[config.mk]
export PLATFORM = sky130hd
export DESIGN_NAME = dual_sensor_frame_deframer
export DESIGN_NICKNAME = d
export VERILOG_FILES = /design/src/dsfd_pkg.sv /design/src/dual_sensor_frame_deframer.sv /design/src/dsfd_front.sv /design/src/dsfd_queue.sv /design/src/dsfd_back.sv
export VERILOG_INCLUDE_DIRS = /design/src /design/src/src
export SDC_FILE = /design/constraint.sdc
export NUM_CORES = 1
export LEC_CHECK = 0
export BUFFER_PORTS_ARGS = -buffer_cell sky130_fd_sc_hd__buf_2
export CORE_MARGIN = 3
export CORE_UTILIZATION = 45
export DETAILED_ROUTE_END_ITERATION = 10
export PLACE_DENSITY_LB_ADDON = 0.1
export SLEW_MARGIN = 25
export SYNTH_ARGS = -nofsm -noshare
export SYNTH_HDL_FRONTEND = slang
export SYNTH_HIERARCHICAL = 1
export SYNTH_SLANG_ARGS = --single-unit
[constraint.sdc]
create_clock -name clock -period 35.6 [get_ports clock]
set_clock_uncertainty 0.15 [all_clocks]
set_input_delay 7.12 -clock clock [delete_from_list [all_inputs] [get_ports clock]]
set_output_delay 7.12 -clock clock [all_outputs]
set_load 0.01 [all_outputs]
[src/assert_macros.svh]
// Assertion helpers shared by the RTL files.
`ifndef ASSERT_MACROS_SVH
`define ASSERT_MACROS_SVH

// Checked at every rising clock edge outside reset.
`define ASSERT_CLK(label, prop, msg) \
   label: assert property (@(posedge clock) disable iff (reset) (prop)) else $error(msg);

// Checked at every rising clock edge, reset included.
`define ASSERT_ALWAYS(label, prop, msg) \
   label: assert property (@(posedge clock) (prop)) else $error(msg);

`endif

[src/dsfd_pkg.sv]
`default_nettype none

package dsfd_pkg;

   localparam int NUM_SLOTS     = 2;
   localparam int FRAME_BYTES   = 28;
   localparam int CHANNEL_COUNT = 14;

   localparam int PORT_W = 4;
   localparam int BYTE_W = 8;
   localparam int TICK_W = 32;
   localparam int SLOT_W = $clog2(NUM_SLOTS);
   localparam int CNT_W  = $clog2(FRAME_BYTES + 1);

   localparam logic [BYTE_W-1:0] HDR_BYTE    = 8'hFF;
   localparam logic [BYTE_W-1:0] FOOTER_BYTE = 8'hFE;

   localparam int POS_SPACE  = 8;
   localparam int POS_ROLL   = 9;
   localparam int POS_CHAN   = 10;
   localparam int POS_BATT   = 24;
   localparam int POS_STAT   = 25;
   localparam int POS_FOOTER = 27;

   // frame bytes 8..25 are the only ones the result needs
   localparam int KEEP_BYTES = POS_STAT - POS_SPACE + 1;
   localparam int KEEP_W     = KEEP_BYTES * BYTE_W;
   localparam int CHAN_HALF_W = (CHANNEL_COUNT / 2) * BYTE_W;

   localparam int REQ_DATA_W = TICK_W + BYTE_W;
   localparam int RSP_DATA_W = TICK_W + KEEP_W;

   // configuration register indexes
   localparam int CSR_IDX_W = 1;
   localparam logic [CSR_IDX_W-1:0] REG_PORT_FIRST  = 1'b0;
   localparam logic [CSR_IDX_W-1:0] REG_PORT_SECOND = 1'b1;

   typedef struct packed {
      logic [SLOT_W-1:0] slot;
      logic [BYTE_W-1:0] data;
      logic [TICK_W-1:0] tick;
   } item_type;

   typedef struct packed {
      logic full;
      logic empty;
   } fifo_status_type;

endpackage

`default_nettype wire

[src/dual_sensor_frame_deframer.sv]
// Channel   Dir  tdata (low bit first)                          tuser
// req_      in   rx_byte[7:0], tick_now[39:8]                   port_id[3:0]
// rsp_      out  timestamp, sensor_space, rolling_index,        sensor_slot
//                channels_low, channels_high, battery_level,
//                status_flags
// csr_      in   csr_index selects port_id_first / port_id_second
//
// One byte per cycle sustained while the queue has room; rsp_tvalid rises once
// the footer byte has passed the queue register and then the output register.
// Reset is synchronous: both framers return to header wait, queue empties.
// A stalled rsp_ side backs up through the two-entry queue into req_tready;
// bytes keep flowing while the queue has room.
`default_nettype none

module dual_sensor_frame_deframer
   import dsfd_pkg::*;
(
   input  wire logic                  clock,
   input  wire logic                  reset,
   input  wire logic                  csr_we,
   input  wire logic [CSR_IDX_W-1:0]  csr_index,
   input  wire logic [PORT_W-1:0]     csr_wdata,
   input  wire logic                  req_tvalid,
   output logic                       req_tready,
   input  wire logic [REQ_DATA_W-1:0] req_tdata,  // rx_byte, tick_now
   input  wire logic [PORT_W-1:0]     req_tuser,  // port_id
   output logic                       rsp_tvalid,
   input  wire logic                  rsp_tready,
   // timestamp, sensor_space, rolling_index, channels_low, channels_high,
   // battery_level, status_flags
   output logic [RSP_DATA_W-1:0]      rsp_tdata,
   output logic [SLOT_W-1:0]          rsp_tuser   // sensor_slot
);

   fifo_status_type q_status;
   logic            q_push, q_pop;
   item_type        push_item, pop_item;

   dsfd_front u_front (
      .clock      (clock),
      .reset      (reset),
      .csr_we     (csr_we),
      .csr_index  (csr_index),
      .csr_wdata  (csr_wdata),
      .req_tvalid (req_tvalid),
      .req_tready (req_tready),
      .req_tdata  (req_tdata),
      .req_tuser  (req_tuser),
      .q_status   (q_status),
      .q_push     (q_push),
      .q_item     (push_item)
   );

   dsfd_queue u_queue (
      .clock     (clock),
      .reset     (reset),
      .push      (q_push),
      .push_item (push_item),
      .pop       (q_pop),
      .pop_item  (pop_item),
      .status    (q_status)
   );

   dsfd_back u_back (
      .clock      (clock),
      .reset      (reset),
      .q_status   (q_status),
      .q_item     (pop_item),
      .q_pop      (q_pop),
      .rsp_tvalid (rsp_tvalid),
      .rsp_tready (rsp_tready),
      .rsp_tdata  (rsp_tdata),
      .rsp_tuser  (rsp_tuser)
   );

endmodule

`default_nettype wire

[src/dsfd_front.sv]
`default_nettype none

module dsfd_front
   import dsfd_pkg::*;
(
   input  wire logic                  clock,
   input  wire logic                  reset,
   input  wire logic                  csr_we,
   input  wire logic [CSR_IDX_W-1:0]  csr_index,
   input  wire logic [PORT_W-1:0]     csr_wdata,
   input  wire logic                  req_tvalid,
   output logic                       req_tready,
   input  wire logic [REQ_DATA_W-1:0] req_tdata,
   input  wire logic [PORT_W-1:0]     req_tuser,
   input  wire fifo_status_type       q_status,
   output logic                       q_push,
   output item_type                   q_item
);

   logic [PORT_W-1:0] port_first_ff, port_first_in;
   logic [PORT_W-1:0] port_second_ff, port_second_in;
   logic              hit_first, hit_second;

   always_comb begin
      port_first_in  = port_first_ff;
      port_second_in = port_second_ff;
      if (csr_we) begin
         unique case (csr_index)
            REG_PORT_FIRST:  port_first_in  = csr_wdata;
            REG_PORT_SECOND: port_second_in = csr_wdata;
            default: ;
         endcase
      end
   end

   always_ff @(posedge clock) begin
      if (reset) begin
         port_first_ff  <= '0;
         port_second_ff <= PORT_W'(1);
      end else begin
         port_first_ff  <= port_first_in;
         port_second_ff <= port_second_in;
      end
   end

   // slot 0 wins when both registers hold the same id
   assign hit_first  = (req_tuser == port_first_ff);
   assign hit_second = (req_tuser == port_second_ff);

   // bytes from unknown ports are taken and dropped
   assign req_tready = !q_status.full;
   assign q_push     = req_tvalid && req_tready && (hit_first || hit_second);

   assign q_item.slot = hit_first ? SLOT_W'(0) : SLOT_W'(1);
   assign q_item.data = req_tdata[BYTE_W-1:0];
   assign q_item.tick = req_tdata[REQ_DATA_W-1:BYTE_W];

endmodule

`default_nettype wire

[src/dsfd_queue.sv]
`default_nettype none
`include "assert_macros.svh"

module dsfd_queue
   import dsfd_pkg::*;
(
   input  wire logic      clock,
   input  wire logic      reset,
   input  wire logic      push,
   input  wire item_type  push_item,
   input  wire logic      pop,
   output item_type       pop_item,
   output fifo_status_type status
);

   item_type   slot_ff [2];
   logic       wr_ptr_ff, wr_ptr_in;
   logic       rd_ptr_ff, rd_ptr_in;
   logic [1:0] count_ff, count_in;
   logic       do_pop;

   assign status.full  = (count_ff == 2'd2);
   assign status.empty = (count_ff == 2'd0);
   assign do_pop       = pop && !status.empty;
   assign pop_item     = slot_ff[rd_ptr_ff];

   always_comb begin
      wr_ptr_in = wr_ptr_ff;
      rd_ptr_in = rd_ptr_ff;
      count_in  = count_ff;
      if (push) begin
         wr_ptr_in = !wr_ptr_ff;
      end
      if (do_pop) begin
         rd_ptr_in = !rd_ptr_ff;
      end
      unique case ({push, do_pop})
         2'b10:   count_in = count_ff + 2'd1;
         2'b01:   count_in = count_ff - 2'd1;
         default: count_in = count_ff;
      endcase
   end

   always_ff @(posedge clock) begin
      if (reset) begin
         wr_ptr_ff <= 1'b0;
         rd_ptr_ff <= 1'b0;
         count_ff  <= '0;
      end else begin
         wr_ptr_ff <= wr_ptr_in;
         rd_ptr_ff <= rd_ptr_in;
         count_ff  <= count_in;
      end
   end

   always_ff @(posedge clock) begin
      if (push) begin
         slot_ff[wr_ptr_ff] <= push_item;
      end
   end

   `ASSERT_CLK(a_count_bound, count_ff != 2'd3, "queue count out of range")
   `ASSERT_CLK(a_ptr_track, (count_ff == 2'd1) |-> (wr_ptr_ff != rd_ptr_ff),
      "queue pointers disagree with count")

endmodule

`default_nettype wire

[src/dsfd_back.sv]
`default_nettype none
`include "assert_macros.svh"

module dsfd_back
   import dsfd_pkg::*;
(
   input  wire logic                  clock,
   input  wire logic                  reset,
   input  wire fifo_status_type       q_status,
   input  wire item_type              q_item,
   output logic                       q_pop,
   output logic                       rsp_tvalid,
   input  wire logic                  rsp_tready,
   output logic [RSP_DATA_W-1:0]      rsp_tdata,
   output logic [SLOT_W-1:0]          rsp_tuser
);

   localparam logic [1:0] PH_WAIT0   = 2'd0;
   localparam logic [1:0] PH_WAIT1   = 2'd1;
   localparam logic [1:0] PH_COLLECT = 2'd2;

   logic [1:0]        phase_ff [NUM_SLOTS];
   logic [1:0]        phase_in [NUM_SLOTS];
   logic [CNT_W-1:0]  count_ff [NUM_SLOTS];
   logic [CNT_W-1:0]  count_in [NUM_SLOTS];
   logic [KEEP_W-1:0] win_ff   [NUM_SLOTS];
   logic [KEEP_W-1:0] win_in   [NUM_SLOTS];

   logic              rsp_valid_ff, rsp_valid_in;
   logic [KEEP_W-1:0] rsp_win_ff, rsp_win_in;
   logic [TICK_W-1:0] rsp_tick_ff, rsp_tick_in;
   logic [SLOT_W-1:0] rsp_slot_ff, rsp_slot_in;

   logic [SLOT_W-1:0] s;
   logic [CNT_W-1:0]  cnt;
   logic [KEEP_W-1:0] win_next;
   logic              fire;

   assign q_pop    = !q_status.empty && (!rsp_valid_ff || rsp_tready);
   assign s        = q_item.slot;
   assign cnt      = count_ff[s];
   // window shifts down, so byte 8 ends up in the lowest lane
   assign win_next = {q_item.data, win_ff[s][KEEP_W-1:BYTE_W]};

   always_comb begin
      for (int i = 0; i < NUM_SLOTS; i++) begin
         phase_in[i] = phase_ff[i];
         count_in[i] = count_ff[i];
         win_in[i]   = win_ff[i];
      end
      fire = 1'b0;
      if (q_pop) begin
         unique case (phase_ff[s])
            PH_WAIT1: begin
               if (q_item.data == HDR_BYTE) begin
                  count_in[s] = CNT_W'(2);
                  phase_in[s] = PH_COLLECT;
               end else begin
                  count_in[s] = '0;
                  phase_in[s] = PH_WAIT0;
               end
            end
            PH_COLLECT: begin
               if (cnt >= CNT_W'(FRAME_BYTES)) begin
                  count_in[s] = '0;
                  phase_in[s] = PH_WAIT0;
               end else begin
                  if (cnt >= CNT_W'(POS_SPACE) && cnt <= CNT_W'(POS_STAT)) begin
                     win_in[s] = win_next;
                  end
                  if (cnt == CNT_W'(POS_FOOTER)) begin
                     count_in[s] = '0;
                     phase_in[s] = PH_WAIT0;
                     fire        = (q_item.data == FOOTER_BYTE);
                  end else begin
                     count_in[s] = cnt + CNT_W'(1);
                  end
               end
            end
            default: begin
               // first header wait, also the unused phase code
               if (q_item.data == HDR_BYTE) begin
                  count_in[s] = CNT_W'(1);
                  phase_in[s] = PH_WAIT1;
               end else begin
                  phase_in[s] = PH_WAIT0;
               end
            end
         endcase
      end
   end

   always_comb begin
      rsp_valid_in = rsp_valid_ff;
      rsp_win_in   = rsp_win_ff;
      rsp_tick_in  = rsp_tick_ff;
      rsp_slot_in  = rsp_slot_ff;
      if (rsp_valid_ff && rsp_tready) begin
         rsp_valid_in = 1'b0;
      end
      if (fire) begin
         rsp_valid_in = 1'b1;
         rsp_win_in   = win_ff[s];
         rsp_tick_in  = q_item.tick;
         rsp_slot_in  = s;
      end
   end

   always_ff @(posedge clock) begin
      if (reset) begin
         for (int i = 0; i < NUM_SLOTS; i++) begin
            phase_ff[i] <= PH_WAIT0;
            count_ff[i] <= '0;
         end
         rsp_valid_ff <= 1'b0;
      end else begin
         for (int i = 0; i < NUM_SLOTS; i++) begin
            phase_ff[i] <= phase_in[i];
            count_ff[i] <= count_in[i];
         end
         rsp_valid_ff <= rsp_valid_in;
      end
   end

   always_ff @(posedge clock) begin
      for (int i = 0; i < NUM_SLOTS; i++) begin
         win_ff[i] <= win_in[i];
      end
      rsp_win_ff  <= rsp_win_in;
      rsp_tick_ff <= rsp_tick_in;
      rsp_slot_ff <= rsp_slot_in;
   end

   assign rsp_tvalid = rsp_valid_ff;
   assign rsp_tdata  = {rsp_win_ff, rsp_tick_ff};
   assign rsp_tuser  = rsp_slot_ff;

   `ASSERT_CLK(a_collect_count0,
      (phase_ff[0] == PH_COLLECT) |-> (count_ff[0] >= CNT_W'(2) &&
      count_ff[0] <= CNT_W'(POS_FOOTER)), "slot 0 count out of range in collect")
   `ASSERT_CLK(a_collect_count1,
      (phase_ff[1] == PH_COLLECT) |-> (count_ff[1] >= CNT_W'(2) &&
      count_ff[1] <= CNT_W'(POS_FOOTER)), "slot 1 count out of range in collect")
   `ASSERT_CLK(a_fire_held, (rsp_valid_ff && !rsp_tready) |-> !fire,
      "new frame result while output is stalled")

endmodule

`default_nettype wire
# --- After elaboration in Yosys (flattened, before gate mapping) ---
# Memory sizes are Yosys's and may differ from the RTL's. A register that Yosys moved wholly into a read port is not among the register bits.
# Cells that the tools add are included.
classes:
  add_sub_neg: 3
  n_mul: 0
  div_mod_pow: 0
  magnitude_cmp: 5
  eq_ne: 10
  shifts: 0
  mux: 43
  n_bitwise: 22
  reduce_logical: 19
op_table:
  columns: ["operator", "count"]
  rows:
  - ["two-way mux 288 bit", 4]
  - ["bitwise mux 288 bit", 1]
  - ["demux 144 bit (select 1 bit)", 1]
  - ["two-way mux 144 bit", 1]
  - ["two-way mux 10 bit", 5]
  - ["two-way mux 4 bit", 5]
  - ["case mux 10 bit (2 select lines)", 1]
  - ["AND 8 bit", 2]
  - ["== test 8 bit (second input constant)", 2]
  - ["inverter 8 bit", 2]
  - ["two-way mux 5 bit", 3]
  - ["two-way mux 1 bit", 14]
  - ["AND 10 bit", 1]
  - ["bitwise mux 10 bit", 1]
  - ["inverter 10 bit", 1]
  - ["== test 4 bit", 2]
  - ["OR 2 bit", 4]
  - ["case mux 4 bit (2 select lines)", 1]
  - ["logical AND 1 bit", 7]
  - ["== test 2 bit (second input constant)", 3]
  - ["two-way mux 2 bit", 3]
  - ["adder 5 x 1 -> 5 bit (second input constant)", 1]
  - ["demux 5 bit (select 1 bit)", 1]
  - ["== test 5 bit (second input constant)", 1]
  - ["22 further kinds", 35]
totals:
  reg_bits: 190
  latch_bits: 0
  ram_bits: 384
  mem_bits_ro: 0
  output_inout_bits: 179
  word_cells: 115
  memories: 4
mem_list:
  columns: ["name", "depth", "word_bits", "read_ports", "rd_ports_with_merged_regs", "write_ports", "line_no", "text"]
  rows:
  - ["u_back.win_ff", 2, 144, 3, 0, 2, "dsfd_back.sv:26", "logic [KEEP_W-1:0] win_ff [NUM_SLOTS];"]
  - ["u_queue.slot_ff", 2, 41, 1, 1, 1, "dsfd_queue.sv:16", "item_type slot_ff [2];"]
  - ["u_back.count_ff", 2, 5, 3, 0, 2, "dsfd_back.sv:24", "logic [CNT_W-1:0] count_ff [NUM_SLOTS];"]
  - ["u_back.phase_ff", 2, 2, 3, 0, 2, "dsfd_back.sv:22", "logic [1:0] phase_ff [NUM_SLOTS];"]

# --- Depth between registers and ports, before layout ---
logic_depth:
  word_depth: 12
  ltp_mapped: 16
  depth_no_buf: 9

# --- By module ---
# The synthesis kept the hierarchy.
by_module_without_submodules:
  columns: ["mod", "n_inst", "cells_per_inst", "area_per_inst_um2", "seq_area_each_um2"]
  rows:
  - ["dsfd_back", 1, 760, 16791.1, 14263.7]
  - ["dsfd_queue", 1, 151, 3160.5, 2562.5]
  - ["dsfd_front", 1, 88, 685.7, 160.2]

# --- Least setup slack after synthesis ---
# Ideal clock, no wire load.
synth_path:
  path_kind: "input port to flip-flop"
  from: "input port rsp_tready"
  to: "register u_back.rsp_tick_ff[0], enable pin"
  setup_ps: 1213
  t_arrival_ps: 25765
  t_required_ps: 34237
  setup_slack_ps: 8472
  stages: 4
  path_buffers: 0
  path_cell_list: "nor2b_1 > nor2_2 > nand2_1 > nor4b_1"
synth_via:
  elab_chain_len: 3
synth_lines:
  columns: ["item", "line_no", "text"]
  rows:
  - ["from (decl)", "dual_sensor_frame_deframer.sv:28", "input wire logic rsp_tready,"]
  - ["logical OR 1 bit", "dsfd_back.sv:39", "assign q_pop = !q_status.empty && (!rsp_valid_ff || rsp_tready);"]
  - ["logical AND 1 bit", "dsfd_back.sv:39", null]
  - ["net q_pop", "dual_sensor_frame_deframer.sv:36", "logic q_push, q_pop;"]
  - ["two-way mux 1 bit", "dsfd_back.sv:52", "if (q_pop) begin"]
  - ["net u_back.fire", "dsfd_back.sv:37", "logic fire;"]
  - ["to (signal assigned)", "dsfd_back.sv:130", "rsp_tick_ff <= rsp_tick_in;"]
  - ["to (decl)", "dsfd_back.sv:31", "logic [TICK_W-1:0] rsp_tick_ff, rsp_tick_in;"]
# The timed path passes the listed nets, and every way through them passes these cells.
# A chain may end at the register's enable or synchronous reset.

# --- Worst setup path after layout ---
layout_path:
  from: "input port rsp_tready"
  to: "register u_back.rsp_win_ff[61] (read register of u_back.win_ff), enable pin"
layout_via:
  elab_chain_len: 3
layout_lines:
  columns: ["item", "line_no", "text"]
  rows:
  - ["logical OR 1 bit", "dsfd_back.sv:39", null]
  - ["logical AND 1 bit", "dsfd_back.sv:39", null]
  - ["net q_pop", "dual_sensor_frame_deframer.sv:36", null]
  - ["two-way mux 1 bit", "dsfd_back.sv:52", null]
  - ["net u_back.fire", "dsfd_back.sv:37", null]
  - ["to (decl)", "dsfd_back.sv:30", "logic [KEEP_W-1:0] rsp_win_ff, rsp_win_in;"]
# The timed path passes the listed nets, and every way through them passes these cells.

==> flow_summary.ini <==
[synthesis]
synthCells = 999
async_reset_ff_share_pct = 0
post_synth_instance_area_um2 = 20640
avgSynthCellArea_um2 = 20.66
synthDistinctLibCells = 59
ys_seq_area_share_pct = 82.31
synth-seq-cells = 575
synth_warn = 6
synth_enable_flop_cells = 547
synth_nets = 1061
primary_ff_master_synth = sky130_fd_sc_hd__edfxtp_1

[critical_path]
regToRegSetupSlack_ns = 30.68
worst_setup_path_startpoint = rsp_tready
destination_of_the_worst_register_to_register_timing_path = u_back/rsp_win_ff[61]$_DFFE_PP_
startpoint_type = input pin
crit_path_end = u_back/rsp_win_ff[61]$_DFFE_PP_
critical_path.endpoint_type = flip-flop
rr_worst_depth = 7
crit_path_max_fanout = 67
required_ns = 35.66
setup_cp_type = input pin to flip-flop
worst_ep_arrival_time_ns = 9.59

[sta]
tightestPinTransition_ns = 0.8312
finalSetupTns_ns = 0
setup_viol = 0
hold_violations = 0
timing.fmax_mhz = 105.0
grt_setup_unrepaired = no
final_max_slew_viol_count = 0
relSlewSlack_pct = 44.59
min_period_over_period_pct = 26.75
finalCriticalPeriod_ns = 9.524

[floorplanning]
initial_core_util_pct = 46.07
height_of_the_die_um = 220.2
floorplan.core_area_um2 = 44800
io_pins = 233
dieWidth_um = 220.2
core.rowCount = 77
die_area_um2 = 48470

[clocking]
cts.sinks = 575
clock_tree_from_tritoncts = yes
clkLatencyLatePin_ns = 0.58
cts_made_buffers = 57
cts.path.max_buffers = 3
cts.reportedPaths.clkPinSlew_ns = 0.06
cts_resized = 0
cts_root_buffer = sky130_fd_sc_hd__clkbuf_16
cts_htree_levels = 2
cts_setup_buffers = 0
post_cts_hold_buffer_count = 0

[place]
buffer_ports.inserted = 232
replace_congestion = 0.7636
placement.cell_area_um2 = 22220
detailed_place_hpwl_um = 21880
placed_cells = 1764

[drt]
drtAntennaViolNets = 0
detail_route.iter0.violations = 656
via_per_inst = 4.970
routed_wire_length_per_instance_um = 19.59
detail_route.wirelength_um = 36560
dr_total_vias = 9274
drc_errors = 0
detailedRoute.firstPassIterationCount = 4

[flow_run]
max_cap_violations = 0

[layout]
fillers = 3597
post-route-cell-area_um2 = 24000
final_cell_count_no_fill = 1866
layout_cell_share_with_drive_strength_beyond_1_pct = 41.29
antenna_cells = 0
finish.net_count = 1293
area_growth_pct = 16.29

[power_and_ir_drop]
power_density_nw_per_um2 = 55.09
vdd_ir_max_uv = 42.92
leakagePower_uw = 0.008091

[global_route]
grt_pass1_wl_um = 55480
grt_antenna_before_repair = 0
pin_count_of_the_biggest_net_entering_global_routing = 98
grt_use_total_pct = 15.03
total_grt_overflow = 0
via_count_of_the_first_global_routing_pass = 9456

[min_path]
hp-class = flip-flop to flip-flop

[status]
status = finished, final reports clean
-- worst max-delay path: stages --
cell and delay [ns]:
sky130_fd_sc_hd__buf_2 0.08, sky130_fd_sc_hd__nor2b_1 0.08, sky130_fd_sc_hd__nor2_2 0.31, sky130_fd_sc_hd__nand2_1 0.20, sky130_fd_sc_hd__nor4b_2 0.40, sky130_fd_sc_hd__buf_6 0.59, sky130_fd_sc_hd__buf_4 0.74
-- cells in the final DEF, fill, tap and decap left out, types with 8 or more instances in the layout --
cell                        synthesis  routed
sky130_fd_sc_hd__edfxtp_1         547     547
sky130_fd_sc_hd__buf_2             20     232
sky130_fd_sc_hd__mux2_2           185     184
sky130_fd_sc_hd__clkbuf_16          0      58
sky130_fd_sc_hd__dfxtp_1           28      27
sky130_fd_sc_hd__nand2_1           22      22
sky130_fd_sc_hd__a21oi_1           17      17
sky130_fd_sc_hd__clkinv_1           0      15
sky130_fd_sc_hd__clkinv_2           0      14
sky130_fd_sc_hd__nor2_1            14      13
sky130_fd_sc_hd__xnor2_1           13      13
sky130_fd_sc_hd__inv_1             12      12
sky130_fd_sc_hd__nand3_1            9       9
sky130_fd_sc_hd__ha_1               8       8
-- metrics by stage --
| stage | hold slack, ns | setup WS [ns] | utilization [%] | total power (uW) |
|---|---|---|---|---|
| 2_1_floorplan | 0.2817 | 8.472 | - | 770.7 |
| 3_3_place_gp | 0.3017 | 25.30 | 49.60 | 775.5 |
| 3_5_place_dp | 0.3047 | 25.21 | 49.61 | 776.0 |
| 4_1_cts | 0.3192 | 25.86 | 53.54 | 1341 |
| 5_1_grt | 0.3422 | 25.90 | 53.57 | 1374 |
| 6_report | 0.3190 | 26.08 | 53.57 | 1322 |
-- where the power goes --
group          switching, uW  internal (uW)
combinational           12.5           10.4
clock                    239            322
sequential              1.15            737
-- cells in the mapped netlist, drive strengths merged (3+ instances only) --
cell type	number	area share [%]
a21oi	17	0.41
a31oi	4	0.12
buf	64	2.0
clkbuf	6	0.11
dfxtp	28	2.7
edfxtp	547	80
ha	8	0.49
inv	12	0.22
mux2	189	10
mux2i	6	0.29
nand2	23	0.43
nand3	9	0.22
nand4	4	0.12
nor2	15	0.28
nor2b	3	0.091
nor3	5	0.15
o21a	4	0.15
o21ai	5	0.12
xnor2	13	0.55
-- routing by layer --
layer / vias up / track usage, % / wire, um
li1: 4319 / - / -
met1: 4678 / 20.38 / 16020
met2: 215 / 23.63 / 17350
met3: 62 / 4.806 / 2422
met4: 0 / 4.250 / 763
met5: - / 0 / 0
-- registers in the layout, indices dropped and copies added, names as in the netlist, named ones only --
name and cells:
u_back/win_ff 288, u_back/rsp_tick_ff 32, u_front/port_first_ff 4, u_queue/slot_ff 82
u_front/port_second_ff 4, u_queue/count_ff 2, u_back/rsp_tuser 1, u_back/rsp_tvalid 1
u_back/phase_ff 2, u_queue/wr_ptr_ff 1, u_back/count_ff 10, u_back/rsp_win_ff 144
u_queue/rd_ptr_ff 1
-- logic make-up (layout without fill, tap and decap cells) --
logic type	after synthesis	after routing	share of synthesized area (%)
compound gates	53	53	1.855
xor+xnor	14	14	0.5942
fa+ha+maj	8	8	0.4850
buf+inv	82	357	2.377
flops	575	575	82.31
mux	195	195	10.66
simple gates	72	72	1.722
-- worst min-delay path by stage --
stage                                        from                            endpoint  slack, ns  cells past startpoint
2_1_floorplan                           flip-flop                           flip-flop       0.28                      1
3_3_place_gp   u_back/count_ff[0][3]$_SDFFE_PP0P_  u_back/count_ff[0][3]$_SDFFE_PP0P_       0.30                      2
3_5_place_dp                            flip-flop                           flip-flop       0.30                      1
4_1_cts                                 flip-flop                           flip-flop       0.32                      1
5_1_grt                                 flip-flop                           flip-flop       0.34                      1
6_report       u_back/count_ff[0][3]$_SDFFE_PP0P_  u_back/count_ff[0][3]$_SDFFE_PP0P_       0.32                      2
-- layout make-up --
| class | count | area (um2) | share of cell area, % |
|---|---|---|---|
| sequential | 575 | 16990 | 70.79 |
| timing repair buffer | 243 | 1259 | 5.245 |
| clock buffer | 66 | 1501 | 6.256 |
| multi-input combinational | 342 | 3204 | 13.35 |
| inverter | 12 | 45.04 | 0.1877 |
| clock inverter | 36 | 259.0 | 1.079 |
| tap | 592 | 740.7 | 3.086 |
Power figures use the tool's default switching activity.
